$ cat config.mk
export PLATFORM = sky130hd
export DESIGN_NAME = midpoint_line_rasterizer
export DESIGN_NICKNAME = d
export VERILOG_FILES = /design/src/design/mlr_pkg.sv /design/src/design/mlr_core.sv /design/src/design/midpoint_line_rasterizer.sv
export VERILOG_INCLUDE_DIRS = /design/src /design/src/design
export SDC_FILE = /design/constraint.sdc
export NUM_CORES = 1
export LEC_CHECK = 0
export CAP_MARGIN = 20
export CORE_ASPECT_RATIO = 0.8
export CORE_UTILIZATION = 40
export DETAILED_ROUTE_END_ITERATION = 16
export DONT_BUFFER_PORTS = 1
export PLACE_DENSITY = 0.6
export SLEW_MARGIN = 20
export SYNTH_ARGS = -nofsm -noshare
export SYNTH_HDL_FRONTEND = slang
export SYNTH_HIERARCHICAL = 1
export SYNTH_SLANG_ARGS = --single-unit
$ cat constraint.sdc
create_clock -name clk_i -period 6.3 [get_ports clk_i]
set_input_delay 0.315 -clock clk_i [delete_from_list [all_inputs] [get_ports clk_i]]
set_output_delay 0.315 -clock clk_i [all_outputs]
set_load 0.02 [all_outputs]
$ cat src/design/midpoint_line_rasterizer_macros.svh
// ----------------------------------------------------------------------------
// Assertion macros for the midpoint line rasterizer.
// Each macro checks a property on clk_i with reset rst_ni held low disabling it.
// ----------------------------------------------------------------------------
`ifndef MIDPOINT_LINE_RASTERIZER_MACROS_SVH
`define MIDPOINT_LINE_RASTERIZER_MACROS_SVH

// The consequent must hold in the same cycle as the antecedent.
`define MLR_ASSERT_SAME(lbl, ante, cons, msg) \
  lbl: assert property (@(posedge clk_i) disable iff (!rst_ni) (ante) |-> (cons)) \
    else $error(msg);

// The consequent must hold in the cycle after the antecedent.
`define MLR_ASSERT_NEXT(lbl, ante, cons, msg) \
  lbl: assert property (@(posedge clk_i) disable iff (!rst_ni) (ante) |=> (cons)) \
    else $error(msg);

`endif

$ cat src/design/mlr_pkg.sv
// ----------------------------------------------------------------------------
// mlr_pkg
// Shared widths, command codes and structs of the midpoint line rasterizer.
// ----------------------------------------------------------------------------
package mlr_pkg;

  // Coordinate width of every endpoint and pixel.
  localparam int unsigned COORD_BITS = 11;
  // Signed decision term: covers -2*major .. 2*minor with margin.
  localparam int unsigned ERR_BITS = COORD_BITS + 3;

  // Stream data widths, padded to whole bytes.
  localparam int unsigned IN_DATA_BITS  = ((4 * COORD_BITS + 7) / 8) * 8;
  localparam int unsigned OUT_DATA_BITS = ((2 * COORD_BITS + 7) / 8) * 8;

  // Command codes carried on the input tuser.
  localparam logic CMD_START = 1'b0;
  localparam logic CMD_STEP  = 1'b1;

  // One command item as held in the input register.
  typedef struct packed {
    logic                  cmd;
    logic [COORD_BITS-1:0] start_x;
    logic [COORD_BITS-1:0] start_y;
    logic [COORD_BITS-1:0] end_x;
    logic [COORD_BITS-1:0] end_y;
  } mlr_cmd_t;

  // One pixel result.
  typedef struct packed {
    logic [COORD_BITS-1:0] pixel_x;
    logic [COORD_BITS-1:0] pixel_y;
    logic                  pixel_valid;
    logic                  last_pixel;
  } mlr_pixel_t;

  // Status of the line walker.
  typedef struct packed {
    logic line_active;
  } mlr_status_t;

endpackage

$ cat src/design/mlr_core.sv
// ----------------------------------------------------------------------------
// mlr_core
// Line state and step logic: setup on a start item, one major-axis
// step per step item, with the pixel result formed combinationally.
// ----------------------------------------------------------------------------
module mlr_core
  import mlr_pkg::*;
(
  input  logic        clk_i,
  input  logic        rst_ni,
  input  logic        advance_i,  // the item in cmd_i is consumed this cycle
  input  mlr_cmd_t    cmd_i,
  output mlr_pixel_t  pixel_o,
  output mlr_status_t status_o
);

  logic [COORD_BITS-1:0]      cur_x_q, cur_x_d;
  logic [COORD_BITS-1:0]      cur_y_q, cur_y_d;
  logic signed [ERR_BITS-1:0] err_q, err_d;
  logic [COORD_BITS-1:0]      steps_q, steps_d;
  logic [COORD_BITS-1:0]      major_q, major_d;
  logic [COORD_BITS-1:0]      minor_q, minor_d;
  logic                       x_dec_q, x_dec_d;
  logic                       y_dec_q, y_dec_d;
  logic                       y_major_q, y_major_d;
  logic                       active_q, active_d;

  // Setup terms of a new line.
  logic                  s_x_dec, s_y_dec, s_y_major;
  logic [COORD_BITS-1:0] s_dx, s_dy, s_major, s_minor;
  logic [ERR_BITS-1:0]   s_err;

  // Step terms of the line in progress.
  logic                  minor_moves;
  logic [ERR_BITS-1:0]   two_major, two_minor, step_err;
  logic [COORD_BITS-1:0] x_moved, y_moved;

  // Absolute deltas, directions and the major axis of the new line.
  always_comb begin
    s_x_dec   = cmd_i.end_x < cmd_i.start_x;
    s_y_dec   = cmd_i.end_y < cmd_i.start_y;
    s_dx      = s_x_dec ? cmd_i.start_x - cmd_i.end_x : cmd_i.end_x - cmd_i.start_x;
    s_dy      = s_y_dec ? cmd_i.start_y - cmd_i.end_y : cmd_i.end_y - cmd_i.start_y;
    s_y_major = s_dy > s_dx;
    s_major   = s_y_major ? s_dy : s_dx;
    s_minor   = s_y_major ? s_dx : s_dy;
    s_err     = {2'b00, s_minor, 1'b0} - {3'b000, s_major};
  end

  // Error update and unit moves along both axes.
  always_comb begin
    minor_moves = err_q > $signed({ERR_BITS{1'b0}});
    two_major   = {2'b00, major_q, 1'b0};
    two_minor   = {2'b00, minor_q, 1'b0};
    step_err    = err_q - (minor_moves ? two_major : {ERR_BITS{1'b0}}) + two_minor;
    x_moved     = x_dec_q ? cur_x_q - COORD_BITS'(1) : cur_x_q + COORD_BITS'(1);
    y_moved     = y_dec_q ? cur_y_q - COORD_BITS'(1) : cur_y_q + COORD_BITS'(1);
  end

  // Next state and pixel result.
  always_comb begin
    cur_x_d   = cur_x_q;
    cur_y_d   = cur_y_q;
    err_d     = err_q;
    steps_d   = steps_q;
    major_d   = major_q;
    minor_d   = minor_q;
    x_dec_d   = x_dec_q;
    y_dec_d   = y_dec_q;
    y_major_d = y_major_q;
    active_d  = active_q;
    pixel_o   = '0;

    case (cmd_i.cmd)
      CMD_START: begin
        cur_x_d   = cmd_i.start_x;
        cur_y_d   = cmd_i.start_y;
        err_d     = $signed(s_err);
        steps_d   = s_major;
        major_d   = s_major;
        minor_d   = s_minor;
        x_dec_d   = s_x_dec;
        y_dec_d   = s_y_dec;
        y_major_d = s_y_major;
        active_d  = s_major != '0;
        pixel_o.pixel_x     = cmd_i.start_x;
        pixel_o.pixel_y     = cmd_i.start_y;
        pixel_o.pixel_valid = 1'b1;
        pixel_o.last_pixel  = s_major == '0;
      end
      CMD_STEP: begin
        if (active_q) begin
          err_d    = $signed(step_err);
          steps_d  = steps_q - COORD_BITS'(1);
          active_d = steps_q != COORD_BITS'(1);
          if (y_major_q) begin
            cur_y_d = y_moved;
            if (minor_moves) begin
              cur_x_d = x_moved;
            end
          end else begin
            cur_x_d = x_moved;
            if (minor_moves) begin
              cur_y_d = y_moved;
            end
          end
          pixel_o.pixel_x     = cur_x_d;
          pixel_o.pixel_y     = cur_y_d;
          pixel_o.pixel_valid = 1'b1;
          pixel_o.last_pixel  = !active_d;
        end
      end
      default: begin
        pixel_o = '0;
      end
    endcase
  end

  // Control state.
  always_ff @(posedge clk_i or negedge rst_ni) begin
    if (!rst_ni) begin
      active_q <= 1'b0;
    end else if (advance_i) begin
      active_q <= active_d;
    end
  end

  // Line geometry, meaningful only while a line is active.
  always_ff @(posedge clk_i) begin
    if (advance_i) begin
      cur_x_q   <= cur_x_d;
      cur_y_q   <= cur_y_d;
      err_q     <= err_d;
      steps_q   <= steps_d;
      major_q   <= major_d;
      minor_q   <= minor_d;
      x_dec_q   <= x_dec_d;
      y_dec_q   <= y_dec_d;
      y_major_q <= y_major_d;
    end
  end

  assign status_o.line_active = active_q;

endmodule

$ cat src/design/midpoint_line_rasterizer.sv
// The pixel of an accepted item passes through the input register and then the
// output register. Throughput: one item per cycle while m_axis_tready holds, set
// by the combinational line step in mlr_core.
// The output register and the input register let a new item enter while a
// finished pixel waits. Reset is asynchronous, active low; it empties both
// registers and leaves no line active, so a step item then yields pixel_valid 0.
// ----------------------------------------------------------------------------
// midpoint_line_rasterizer
// Midpoint line rasterizer for all octants: start items load two endpoints,
// step items walk the line one pixel per item.
// ----------------------------------------------------------------------------
`include "midpoint_line_rasterizer_macros.svh"

module midpoint_line_rasterizer
  import mlr_pkg::*;
(
  input  logic                     clk_i,
  input  logic                     rst_ni,
  // Input stream.
  input  logic                     s_axis_tvalid,
  output logic                     s_axis_tready,
  // tdata: start_x, start_y, end_x, end_y, zero pad (lowest bit first).
  input  logic [IN_DATA_BITS-1:0]  s_axis_tdata,
  // tuser: cmd.
  input  logic                     s_axis_tuser,
  // Output stream.
  output logic                     m_axis_tvalid,
  input  logic                     m_axis_tready,
  // tdata: pixel_x, pixel_y, zero pad (lowest bit first).
  output logic [OUT_DATA_BITS-1:0] m_axis_tdata,
  // tuser: pixel_valid.
  output logic                     m_axis_tuser,
  // tlast: last_pixel.
  output logic                     m_axis_tlast
);

  logic        in_valid_q;
  mlr_cmd_t    in_cmd_q, in_cmd_d;
  logic        out_valid_q;
  mlr_pixel_t  out_pix_q;
  mlr_pixel_t  core_pix;
  mlr_status_t core_status;
  logic        advance;
  logic        in_take;

  // The held item moves on whenever the output register is free or being read.
  assign advance       = in_valid_q && (!out_valid_q || m_axis_tready);
  assign s_axis_tready = !in_valid_q || advance;
  assign in_take       = s_axis_tvalid && s_axis_tready;

  // Unpack the input stream.
  always_comb begin
    in_cmd_d.cmd     = s_axis_tuser;
    in_cmd_d.start_x = s_axis_tdata[0*COORD_BITS +: COORD_BITS];
    in_cmd_d.start_y = s_axis_tdata[1*COORD_BITS +: COORD_BITS];
    in_cmd_d.end_x   = s_axis_tdata[2*COORD_BITS +: COORD_BITS];
    in_cmd_d.end_y   = s_axis_tdata[3*COORD_BITS +: COORD_BITS];
  end

  // Input register.
  always_ff @(posedge clk_i or negedge rst_ni) begin
    if (!rst_ni) begin
      in_valid_q <= 1'b0;
    end else if (s_axis_tready) begin
      in_valid_q <= s_axis_tvalid;
    end
  end

  always_ff @(posedge clk_i) begin
    if (in_take) begin
      in_cmd_q <= in_cmd_d;
    end
  end

  // Line state and step logic.
  mlr_core u_core (
    .clk_i     (clk_i),
    .rst_ni    (rst_ni),
    .advance_i (advance),
    .cmd_i     (in_cmd_q),
    .pixel_o   (core_pix),
    .status_o  (core_status)
  );

  // Output register.
  always_ff @(posedge clk_i or negedge rst_ni) begin
    if (!rst_ni) begin
      out_valid_q <= 1'b0;
    end else if (advance) begin
      out_valid_q <= 1'b1;
    end else if (m_axis_tready) begin
      out_valid_q <= 1'b0;
    end
  end

  always_ff @(posedge clk_i) begin
    if (advance) begin
      out_pix_q <= core_pix;
    end
  end

  // Pack the output stream.
  assign m_axis_tvalid = out_valid_q;
  assign m_axis_tdata  = {{(OUT_DATA_BITS - 2 * COORD_BITS){1'b0}},
                          out_pix_q.pixel_y, out_pix_q.pixel_x};
  assign m_axis_tuser  = out_pix_q.pixel_valid;
  assign m_axis_tlast  = out_pix_q.last_pixel;

  // Checks on the line walker and the pipeline.
  `MLR_ASSERT_NEXT(a_last_ends_line, advance && core_pix.last_pixel,
    !core_status.line_active, "line still active after its last pixel")
  `MLR_ASSERT_NEXT(a_idle_step_invalid,
    advance && (in_cmd_q.cmd == CMD_STEP) && !core_status.line_active,
    out_valid_q && !out_pix_q.pixel_valid, "step without a line gave a pixel")
  `MLR_ASSERT_SAME(a_last_is_pixel, m_axis_tvalid && m_axis_tlast,
    m_axis_tuser, "last flag on an empty result")
  `MLR_ASSERT_SAME(a_empty_input_ready, !in_valid_q, s_axis_tready,
    "input stalled while its register is empty")

endmodule
Word-level counts from Yosys, hierarchy flattened

Cells that the tools add are included.

ROM bits: 0
Register bits: 144
Memories kept: 0
Input port bits: 53
Memory bits (writable): 0
Bits in latches: 0
Output and inout port bits: 28

Magnitude comparators: 4
Bitwise operators: 1
Divide/modulo/power cells: 0
Multiplexer cells: 25
Multipliers: 0
Eq/ne operators: 2
Reduce and logical (&&, ||, !) cells: 12
$add $sub $neg: 12
Shifts and indexed selects: 0

Operators by type and width:

| operator                                                                  | count |
|---|---|
| 11-bit 2-to-1 mux                                                         | 13 |
| 11-bit one-hot mux with 2 select lines                                    | 3 |
| 24-bit one-hot mux with 2 select lines                                    | 1 |
| 11-bit subtractor                                                         | 4 |
| 11-bit by 1-bit subtractor with 11-bit output (second input constant)     | 3 |
| 14-bit one-hot mux with 2 select lines                                    | 1 |
| 24-bit 2-to-1 mux                                                         | 1 |
| 11-bit by 1-bit adder with 11-bit output (second input constant)          | 2 |
| 11-bit < comparator                                                       | 2 |
| 14-bit by 12-bit adder with 14-bit output                                 | 1 |
| 14-bit by 1-bit > comparator with 1-bit output (second input constant)    | 1 |
| 14-bit 2-to-1 mux                                                         | 1 |
| 14-bit subtractor                                                         | 1 |
| 12-bit by 11-bit subtractor with 13-bit output                            | 1 |
| 12-bit 2-to-1 mux                                                         | 1 |
| 11-bit > comparator                                                       | 1 |
| 11-bit zero test                                                          | 1 |
| 11-bit by 1-bit inequality test with 1-bit output (second input constant) | 1 |
| 11-bit nonzero test                                                       | 1 |
| 2-bit AND reduction                                                       | 2 |
| 1-bit zero test                                                           | 3 |
| 1-bit 2-to-1 mux                                                          | 3 |
| 1-bit logical AND                                                         | 2 |
| 1-bit logical OR                                                          | 2 |
| 4 further kinds                                                           | 4 |

Logic depth before layout (Yosys ltp)

Gate-level depths: netlist (run 1).

Word-level depth: 6
Mapped depth: 32
Gate-level depth less buffers: 29

Hierarchy

The synthesis (run 1) kept the hierarchy.

Modules (own cells, without submodules):

| module                   | area each (um^2) | cells each | times used |
|---|---|---|---|
| mlr_core                 | 8044.0           | 943        | 1 |
| midpoint_line_rasterizer | 2194.6           | 80         | 1 |

Worst setup path after synthesis (run 1)

No wires, ideal clock.

Kind: register to register
Start: reg in_cmd_q[29] (netlist bit)
End: reg u_core.err_q[10], data pin
Period minus slack after synthesis: 5.884 ns
Arrival time: 5.613 ns
Slack: 0.416 ns
Path buffers: 3
Data required time: 6.030 ns
Library setup time: 0.270 ns
Cell stages (with the launch flop): 31
Path through: edfxtp_1 ha_1 buf_4 o21ai_1 o21a_2 or3_1 buf_6 nand2_4 inv_1 nor3_1 a21oi_1 xnor2_1 inv_1 ha_1 nand4_1 or3_1 o21ai_1 inv_1 clkbuf_1 o21a_1 ha_1 a21o_1 a21oi_1 o21bai_1 a21oi_1 o21bai_1 a21oi_1 o21ai_0 xor2_1 nor2_1 a21oi_1

Word-level cells in the longest chain between the ends: 6
Elaborated cells on any way between the ends: 9
Classes of those cells: add/sub: 3; order compare: 2; mux: 4

Ends and longest elaborated chain:

| item                                             | line                           | source |
|---|---|---|
| start, declared                                  | midpoint_line_rasterizer.sv:38 | `mlr_cmd_t in_cmd_q, in_cmd_d;` |
| start signal, assigned                           | midpoint_line_rasterizer.sv:71 | `in_cmd_q <= in_cmd_d;` |
| 11-bit < comparator *                            | mlr_core.sv:41                 | `s_y_dec = cmd_i.end_y < cmd_i.start_y;` |
| via u_core.s_y_dec                               | mlr_core.sv:29                 | `logic s_x_dec, s_y_dec, s_y_major;` |
| 11-bit 2-to-1 mux *                              | mlr_core.sv:43                 | `s_dy = s_y_dec ? cmd_i.start_y - cmd_i.end_y : cmd_i.end_y - cmd_i.start_y;` |
| 11-bit > comparator                              | mlr_core.sv:44                 | `s_y_major = s_dy > s_dx;` |
| 11-bit 2-to-1 mux, on equally long branches      | mlr_core.sv:46, mlr_core.sv:45 |  |
| 12-bit by 11-bit subtractor with 13-bit output * | mlr_core.sv:47                 | `s_err = {2'b00, s_minor, 1'b0} - {3'b000, s_major};` |
| 14-bit one-hot mux with 2 select lines *         | mlr_core.sv:74                 | `case (cmd_i.cmd)` |
| via u_core.err_d[10]                             | mlr_core.sv:19                 | `logic signed [ERR_BITS-1:0] err_q, err_d;` |
| end signal, assigned                             | mlr_core.sv:133                | `err_q <= err_d;` |
| end, declared                                    | mlr_core.sv:19                 |  |

Mark *: on every way through the listed nets, which the timed path passes. The rest lies on a longest branch.
A chain may end at the register's enable or synchronous reset.

Final worst setup path (run 1)

Start: reg in_cmd_q[33] (netlist bit)
End: reg u_core.err_q[11], data pin

Word-level cells in the longest chain between the ends: 6
Elaborated cells on any way between the ends: 9
Classes of those cells: add/sub: 3; order compare: 2; mux: 4

Ends and longest elaborated chain:

| item                                                     | line                           | source |
|---|---|---|
| 11-bit subtractor or 11-bit < comparator (tied branches) | mlr_core.sv:42, mlr_core.sv:40 |  |
| 11-bit 2-to-1 mux *                                      | mlr_core.sv:42                 | `s_dx = s_x_dec ? cmd_i.start_x - cmd_i.end_x : cmd_i.end_x - cmd_i.start_x;` |
| 11-bit > comparator                                      | mlr_core.sv:44                 |  |
| 11-bit 2-to-1 mux, on equally long branches              | mlr_core.sv:46, mlr_core.sv:45 |  |
| 12-bit by 11-bit subtractor with 13-bit output *         | mlr_core.sv:47                 |  |
| 14-bit one-hot mux with 2 select lines *                 | mlr_core.sv:74                 |  |
| via u_core.err_d[11]                                     | mlr_core.sv:19                 |  |

Marked as above.

==> impl_metrics.yaml, run 1 <==
route:
  drc_errors: 0
  first_iter_violations: 604
  drt_first_pass_iters: 5
  wl_per_cell_um: 17.2
  vias_per_cell: 5.26
  vias: 7729
  routed_wl_um: 25200
  ant_nets: 0
floorplan:
  start_util_pct: 41.4
  dieArea_um2: 26200
  die_y_um: 145
  die_w_um: 181
  num_io_pins: 81
  core_um2: 24800
  rows: 51
cells_and_area:
  areaGrowthSynthToFinish_pct: 20.6
  antennaDiodeCount: 0
  design_area_um2: 12400
  drive_above_1_share_pct: 15.0
  fin_nets: 1306
sta:
  fmax_mhz: 164
  relSlewSlack_pct: 26.2
  hold_viol_final: 0
  fin_crit_sh_pct: 96.8
  final_max_slew_viol_count: 0
  setup-tns-final_ns: 0
  clock_skew_ns: 0.0117
  setup_viol: 0
  worst_pin_slew_ns: 1.10
  min_period_ns: 6.10
setup_path:
  crit_arrival_ns: 6.28
  path_class: "reg2reg"
  critPathMaxStageDelay_ns: 0.46
  r2r_setup_slack_ns: 0.20
  critPathMaxFanout: 6
  required_ns: 6.48
  start_kind: "flip-flop"
  path_common_cell: "buf_4"
  cp_slowest_cell: "edfxtp_1"
  cp-end-kind: "flip-flop"
power:
  p_int_w: 0.00361
  comb_power_share_pct: 59.3
  ir_worst_vdd_uv: 271
  power.density_nw_per_um2: 497
  power_frac_seq_pct: 24.2
  total_power_w: 0.00613
  power.switching_w: 0.00253
  switching_share_pct: 41.2
  clkPwrFrac_pct: 16.4
  p_leak_nw: 5.23
clock_network:
  clk_latency_ns: 0.44
  clockRootBuffer: "clkbuf_16"
  cts.path.max_buffers: 2
  htreeDepth: 4
  cts_tree: "done"
  cts_sinks: 144
  path_clk_slew_ns: 0.06
  numCtsBuffers: 17
min_path:
  min_path_type: "in2reg"
synthesis:
  netlist_instances: 1023
  synth_edf_count: 141
  ys_warn_count: 6
  synth_top_family_by_area: "compound AO/OA/AOI/OAI gates"
  netlist.area_leader.share_pct: 41.4
  ys_types: 76
  muxShareOfSynthArea_pct: 2.36
  synth_xor_area_share_pct: 4.88
  avgSynthCellArea_um2: 10.0
  synth-compound-area-share_pct: 16.1
  synthSimpleGateAreaFrac_pct: 12.7
  mappedNetlistArea_um2: 10200
  synth_largest_area_cell: "edfxtp_1"
  async_flop_share_pct: 2.08
  ys_ff_latch: 144
  yosys-top-cells-area: "edfxtp_1, ha_1, inv_1"
  yosys-top-cells-count: "edfxtp_1, inv_1, a21oi_1, ha_1, nor2_1"
  ys.flop_type: "edfxtp_1"
  synthAdderAreaFrac_pct: 15.3
  yosysSeqAreaShare_pct: 42.1
placed_design:
  finalWeightedCongestion: 0.860
  port_buffers: 0
  dp_hpwl_um: 18600
  dpl-instance-area_um2: 11000
grt:
  grt-busiest-layer: "met1"
  first_global_vias: 7321
  grt_pass1_wl_um: 39100
  grtUsageMet3_pct: 3.84
  antenna_found_initial: 0
  grt-ovfl-total: 0
  use_met1_pct: 29.1
  grt_util_met2_pct: 28.2
  grt_start_max_net_pins: 65
  grt_usage_pct: 19.3
flow_run:
  drv_cap: 0
run_status:
  status: "finished clean"
layer usage:
layer,vias to the layer above,routed length (um)
met3,12,1400
met4,0,173
met2,199,10800
met1,3674,12900
li1,3844,-
met5,-,0
cell families (layout without fill, tap and decap cells):
kind of cell    Yosys count  after routing
fa+ha+maj               114            114
flops                   144            144
compound gates          257            257
simple gates            256            256
xor+xnor                 57             57
buf+inv                 171            299
other cells               1              2
mux                      23             23
repair_timing:
item,CTS,global route
hold endpoints to repair,49,0
gates resized for setup,0,46
buffers inserted,0,6
hold buffers,47,0
endpoints found under the setup margin,0,7
cells in the final DEF (no fill, tap or decap), types with 6 or more instances in the layout:
| cell type | count |
|---|---|
| a211oi_1 | 11 |
| a21o_1 | 23 |
| a21oi_1 | 87 |
| a21oi_2 | 10 |
| and2_1 | 32 |
| and3_1 | 6 |
| buf_4 | 77 |
| clkbuf_16 | 17 |
| dlygate4sd3_1 | 47 |
| edfxtp_1 | 141 |
| fa_1 | 17 |
| ha_1 | 88 |
| inv_1 | 139 |
| mux2i_1 | 16 |
| nand2_1 | 49 |
| nand2b_1 | 7 |
| nand3_1 | 13 |
| nor2_1 | 80 |
| nor2b_1 | 10 |
| nor3_1 | 15 |
| o21a_1 | 10 |
| o21ai_0 | 43 |
| o21bai_1 | 12 |
| or3_1 | 6 |
| xnor2_1 | 34 |
| xor2_1 | 22 |
registers in the layout (all words and copies together) (netlist names), 11 cells and up:
signal / count
in_cmd_q: 45
m_axis_tdata: 22
u_core/err_q: 14
u_core/cur_x_q: 11
u_core/cur_y_q: 11
u_core/major_q: 11
u_core/minor_q: 11
u_core/steps_q: 11
critical path: cells and delay by family (launching register included):
kind,cells,cell delay (ns)
buf+inv,8,0.95
flops,1,0.46
fa+ha+maj,4,0.98
compound gates,7,1.41
mux,2,0.42
xor+xnor,2,0.46
simple gates,5,1.15
path summary, 6_finish.rpt:
check | start | end | cells after the start
max | in_cmd_q[33]$_DFFE_PP_ | u_core/err_q[11]$_DFFE_PP_ | 28
min | m_axis_tready | m_axis_tvalid$_DFFE_PN0P_ | 2
max reg2reg | in_cmd_q[33]$_DFFE_PP_ | u_core/err_q[11]$_DFFE_PP_ | 28
min reg2reg | in_valid_q$_DFFE_PN0P_ | m_axis_tvalid$_DFFE_PN0P_ | 1
max in group asynchronous | rst_ni | m_axis_tvalid$_DFFE_PN0P_ | 1
min in group asynchronous | rst_ni | in_valid_q$_DFFE_PN0P_ | 1
power by group through the flow:
stage	clock [W]	combinational [W]	sequential (W)
floorplan	0	0.00235	0.00147
global placement	0	0.00330	0.00150
detailed placement	0	0.00336	0.00150
CTS	0.00102	0.00341	0.00149
global route	0.00106	0.00404	0.00151
finish	0.00101	0.00364	0.00149
per-stage QoR:
stage | hold slack [ns] | std cells | setup slack, ns | util [%]
after detailed placement | 0.0195 | 1385 | 0.109 | 44.6
final | 0.0713 | 1470 | 0.199 | 49.9
after floorplan | 0.0194 | 1024 | 0.416 | -
after global routing | 0.0899 | 1470 | -0.0455 | 49.9
after global placement | 0.0195 | 1385 | 0.205 | 44.6
after CTS | 0.0547 | 1464 | 0.0811 | 48.8
final cells by class:
type                       count  area [um2]
clock buffer                  20         437
sequential                   144        4310
inverter                     143         537
tap                          318         398
fill                        2275       12400
clock inverter                12         139
timing repair buffer         124        1050
multi-input combinational    709        5480
Note: power is estimated with default switching activity, not from simulation.
==> run 2: changes to the inputs <==
--- a/config.mk
+++ b/config.mk
@@ -7,7 +7,7 @@
 export NUM_CORES = 1
 export LEC_CHECK = 0
 export CAP_MARGIN = 20
-export CORE_ASPECT_RATIO = 0.8
+export CORE_ASPECT_RATIO = 0.5
 export CORE_UTILIZATION = 40
 export DETAILED_ROUTE_END_ITERATION = 16
 export DONT_BUFFER_PORTS = 1
==> run 2 against run 1 <==
Clock power shrank 8%; highest routed layer unchanged; global-route usage grew 0.30 points; design area shrank 2.8%; combinational power shrank 9.1%; setup slack gained 0.073 ns; sequential power is essentially flat; flip-flop and latch count is the same; first-iteration DRC count shrank 12%.
==> impl_metrics.yaml, run 2 (synthesized netlist as in run 1, its figures left out) <==
cells_and_area:
  drive_above_1_share_pct: 11.6
  final_cell_mix: "edfxtp_1, inv_1, a21oi_1"
  areaGrowthSynthToFinish_pct: 17.3
  design_area_um2: 12000
  largest_reg_flops: 45
  fin_nets: 1270
  antennaDiodeCount: 0
  top_register: "in_cmd_q"
  final_util_pct: 48.9
setup_path:
  crit_arrival_ns: 6.19
  path_class: "reg2reg"
  cp-end-kind: "flip-flop"
  critPathMaxFanout: 8
  start_kind: "flip-flop"
  required_ns: 6.47
clock_network:
  clk_latency_ns: 0.44
  cts.path.max_buffers: 2
  clockRootBuffer: "clkbuf_16"
  numCtsBuffers: 17
  path_clk_slew_ns: 0.06
  cts_tree: "done"
  htreeDepth: 4
  cts_sinks: 144
power:
  clkPwrFrac_pct: 16.2
  comb_power_share_pct: 57.9
  power.switching_w: 0.00241
  switching_share_pct: 42.1
  power_frac_seq_pct: 25.9
  p_int_w: 0.00332
  ir_worst_vdd_uv: 234
  p_leak_nw: 5.04
  power.density_nw_per_um2: 477
placed_design:
  pre_cts_ws_ns: 0.115
  dpl-instance-area_um2: 10800
  port_buffers: 0
  finalWeightedCongestion: 0.864
  dp_hpwl_um: 18600
sta:
  setup_viol: 0
  min_period_ns: 6.03
  fmax_mhz: 166
  hold_viol_final: 0
  whs_ns: 0.0923
  clock_skew_ns: 0.0150
  fin_ws_ns: 0.272
  fin_crit_sh_pct: 95.7
  worst_pin_slew_ns: 0.895
  relSlewSlack_pct: 40.1
  final_max_slew_viol_count: 0
grt:
  grt-ovfl-total: 0
  grt_pass1_wl_um: 40000
  antenna_found_initial: 0
  first_global_vias: 7632
  grt_usage_pct: 19.6
  grt_start_max_net_pins: 49
route:
  drt_first_pass_iters: 5
  vias_per_cell: 5.25
  wl_per_cell_um: 17.4
  vias: 7628
  ant_nets: 0
  routed_wl_um: 25200
  drc_errors: 0
  first_iter_violations: 531
flow_run:
  drv_cap: 0
floorplan:
  rows: 40
  die_y_um: 115
  core_um2: 24600
  dieArea_um2: 26300
  num_io_pins: 81
  start_util_pct: 41.7
  die_w_um: 228
min_path:
  min_path_type: "in2reg"
run_status:
  status: "finished clean"
## run 2: cell count changes in the layout (fill, tap and decap cells not counted), moves of 3 or more
cell / before / now
clkinv_2: 1 / 5
xnor2_2: 1 / 4
xnor2_1: 34 / 31
ha_2: 2 / 6
o21ai_2: 3 / 0
o21ai_0: 43 / 47
ha_4: 5 / 2
a21oi_2: 10 / 4
buf_4: 77 / 41
a21oi_1: 87 / 93
## run 2: power groups by stage
| stage | Sequential, W | Combinational, W | Clock, W |
|---|---|---|---|
| 3_3_place_gp | 0.00150 | 0.00307 | 0 |
| 5_1_grt | 0.00150 | 0.00374 | 0.000983 |
| 6_report | 0.00149 | 0.00331 | 0.000926 |
| 2_1_floorplan | 0.00147 | 0.00235 | 0 |
| 4_1_cts | 0.00149 | 0.00322 | 0.000940 |
| 3_5_place_dp | 0.00151 | 0.00317 | 0 |
## run 2: cell type report
class	instances	area (um2)
Multi-Input combinational cell	709	5440
Sequential cell	144	4310
Clock buffer	18	429
Fill cell	2233	12600
Tap cell	336	420
Inverter	143	537
Timing Repair Buffer	88	778
Clock inverter	14	93.8
## run 2: path summary, 6_finish.rpt
check,startpoint,to,slack [ns],cells after the start
worst min-delay path,m_axis_tready,m_axis_tvalid$_DFFE_PN0P_,0.09,2
worst max register to register,in_cmd_q[42]$_DFFE_PP_,u_core/err_q[11]$_DFFE_PP_,0.27,23
max in group asynchronous,rst_ni,u_core/status_o$_DFFE_PN0P_,5.99,1
worst max-delay path,in_cmd_q[42]$_DFFE_PP_,u_core/err_q[11]$_DFFE_PP_,0.27,23
min in group asynchronous,rst_ni,in_valid_q$_DFFE_PN0P_,0.15,1
worst min register to register,in_valid_q$_DFFE_PN0P_,m_axis_tvalid$_DFFE_PN0P_,0.55,1
## run 2: metrics by stage
| step | std cells | TNS (ns) | total power [W] |
|---|---|---|---|
| after floorplan | 1024 | 0 | 0.00382 |
| after global placement | 1367 | 0 | 0.00457 |
| after detailed placement | 1367 | 0 | 0.00467 |
| after CTS | 1446 | 0 | 0.00565 |
| after global routing | 1452 | -0.322 | 0.00622 |
| final | 1452 | 0 | 0.00573 |
## run 2: what timing repair did
item,4_1_cts,5_1_grt
hold buffers,47,0
resized for setup,0,32
setup buffers,0,6
endpoints found under the hold margin,49,0
endpoints found under the setup margin,0,7
## run 2: layer usage
layer / routed length [um] / GRT usage [%]
met1: 11900 / 25.8
met2: 12100 / 33.7
met3: 858 / 3.32
met4: 335 / 5.59
met5: 0 / 0
## run 2: critical path, stage by stage (launching register included)
cell and delay, ns:
edfxtp_1 0.43, ha_1 0.36, or3_1 0.38, o21ai_0 0.15
a31o_2 0.24, nand2_4 0.11, mux2_2 0.33, a32oi_2 0.27
xnor2_2 0.16, ha_1 0.32, nand4_1 0.19, or3_4 0.40
o21ai_1 0.12, inv_1 0.11, and3_1 0.21, or2_2 0.33
ha_1 0.36, nand4_1 0.11, a21oi_1 0.08, o31a_1 0.37
a211o_1 0.28, a21oi_1 0.18, xor2_1 0.17, mux2i_1 0.09
==> run 3: changes to the inputs <==
==> constraint.sdc (replaced) <==
create_clock -name clk_i -period 4.9 [get_ports clk_i]
set_input_delay 0.245 -clock clk_i [delete_from_list [all_inputs] [get_ports clk_i]]
set_output_delay 0.245 -clock clk_i [all_outputs]
set_load 0.02 [all_outputs]
==> run 3 against run 2 <==
The run now ends with setup timing left; critical endpoint unchanged; setup slack worse by 1.0 ns; register-to-register slack worse by 1.0 ns; hold slack worse by 0.024 ns; flip-flop and latch count stayed put; clock skew is 0.0032 ns lower; global-route usage is 1.6 points higher; sequential power is 28% higher.
==> impl_metrics.yaml, run 3 (synthesized netlist as in run 1, its figures left out) <==
sta:
  rsz0062_at_grt: "yes"
  worst_pin_slew_ns: 0.920
  setup-tns-final_ns: -5.28
  fin_crit_sh_pct: 115
  min_period_ns: 5.62
  fmax_mhz: 178
  hold_viol_final: 0
  final_max_slew_viol_count: 0
  clock_skew_ns: 0.0118
  setup_viol: 13
  fin_ws_ns: -0.724
  relSlewSlack_pct: 38.6
cells_and_area:
  fin_nets: 1467
  largest_reg_flops: 45
  final_util_pct: 57.4
  top_register: "in_cmd_q"
  layout_commonest_cell: "buf_4"
  final_cell_count_no_fill: 1649
  antennaDiodeCount: 0
  final_cell_mix: "buf_4, edfxtp_1, inv_1"
  drive_above_1_share_pct: 29.9
  design_area_um2: 14100
  areaGrowthSynthToFinish_pct: 37.7
floorplan:
  rows: 40
  num_io_pins: 81
  die_y_um: 115
  core_um2: 24600
  start_util_pct: 41.7
  die_w_um: 228
  dieArea_um2: 26300
route:
  vias: 8503
  drc_errors: 0
  wl_per_cell_um: 16.6
  drt_first_pass_iters: 5
  first_iter_violations: 643
  vias_per_cell: 5.16
  routed_wl_um: 27500
  ant_nets: 0
power:
  power.density_nw_per_um2: 632
  ir_worst_vdd_uv: 374
  p_leak_nw: 6.15
flow_run:
  drv_cap: 0
grt:
  first_global_vias: 8629
  grt_usage_pct: 21.2
  grt_start_max_net_pins: 85
  grt_pass1_wl_um: 43600
  grt-ovfl-total: 0
  antenna_found_initial: 0
setup_path:
  r2r-end: "u_core/err_q[11]$_DFFE_PP_"
  cp_top_family: "compound AO/OA/AOI/OAI gates"
  cp-end-kind: "flip-flop"
  reg2reg_depth: 25
  required_ns: 5.07
  r2r_setup_slack_ns: -0.72
  critPathMaxStageDelay_ns: 0.44
  crit_arrival_ns: 5.79
  critPathMaxFanout: 5
  start_kind: "flip-flop"
  path_class: "reg2reg"
  path_buf_inv: 6
  r2r_start: "in_cmd_q[3]$_DFFE_PP_"
  cp_slowest_cell: "or3_4"
clock_network:
  clockRootBuffer: "clkbuf_16"
  clk_latency_ns: 0.44
  htreeDepth: 4
  path_clk_slew_ns: 0.06
  cts.path.max_buffers: 2
  cts_sinks: 144
  numCtsBuffers: 17
  cts_tree: "done"
placed_design:
  dp_hpwl_um: 20200
  dpl-instance-area_um2: 12200
  port_buffers: 0
  pre_cts_ws_ns: -0.828
  finalWeightedCongestion: 0.885
  dp.cells: 1541
run_status:
  status: "complete, but fails checks"
  violations: "setup timing"
min_path:
  min_path_type: "in2async"
## run 3: changes by cell type in the layout (fill, tap and decap cells not counted), moves of 9 or more
| cell | change |
|---|---|
| a21oi_1 | -10 |
| buf_4 | +185 |
| buf_6 | +9 |
| ha_4 | +9 |
| inv_1 | -9 |
| o21ai_0 | -12 |
| o21ai_1 | +10 |
## run 3: what timing repair did
action,CTS,global route
setup endpoints to repair,13,18
resized for setup,63,63
endpoints found under the hold margin,50,0
pin swaps,24,38
hold buffers,48,0
setup buffers,24,16
## run 3: area by class of cell
| cell class | count | area (um2) |
|---|---|---|
| timing repair buffer | 285 | 2310 |
| multi-input combinational | 709 | 5900 |
| tap | 336 | 420 |
| fill | 2069 | 10500 |
| sequential | 144 | 4310 |
| inverter | 143 | 542 |
| clock inverter | 13 | 186 |
| clock buffer | 19 | 433 |
## run 3: through the flow
step                      power, W  hold slack [ns]
after global placement     0.00665          -0.0505
after floorplan            0.00507          -0.0506
after global routing       0.00962           0.0571
after CTS                  0.00868           0.0539
final                      0.00891           0.0684
after detailed placement   0.00678          -0.0505
## run 3: how the worst max path moves through the flow
stage                           start  slack [ns]                          to  cells after the start
6_report        in_cmd_q[3]$_DFFE_PP_       -0.72  u_core/err_q[11]$_DFFE_PP_                     25
5_1_grt         in_cmd_q[3]$_DFFE_PP_       -1.02  u_core/err_q[10]$_DFFE_PP_                     29
4_1_cts        in_cmd_q[11]$_DFFE_PP_       -0.62  u_core/err_q[10]$_DFFE_PP_                     31
3_5_place_dp   in_cmd_q[33]$_DFFE_PP_       -0.83  u_core/err_q[11]$_DFFE_PP_                     26
3_3_place_gp   in_cmd_q[25]$_DFFE_PP_       -0.77  u_core/err_q[11]$_DFFE_PP_                     26
2_1_floorplan  in_cmd_q[28]$_DFFE_PP_       -0.57  u_core/err_q[11]$_DFFE_PP_                     26
## run 3: layer usage
metal | vias to the layer above | GRT usage, % | share of wire [%]
li1 | 4163 | - | -
met1 | 4082 | 27.6 | 46
met4 | 0 | 7.47 | 2.3
met5 | - | 0 | 0
met2 | 214 | 36.3 | 48
met3 | 44 | 3.22 | 3.6
## run 3: where the power goes
part / total [W] / switching (W) / internal (W)
Combinational: 0.00562 / 0.00282 / 0.00280
Sequential: 0.00191 / 0.000151 / 0.00176
Clock: 0.00138 / 0.000527 / 0.000853
## run 3: worst register-to-register path, delay by kind of cell, from the launching register on
| kind | cells | cell delay (ns) |
|---|---|---|
| simple gates | 3 | 0.91 |
| xor+xnor | 2 | 0.30 |
| fa+ha+maj | 3 | 0.66 |
| flops | 1 | 0.42 |
| mux | 2 | 0.39 |
| compound gates | 9 | 1.95 |
| buf+inv | 6 | 0.74 |
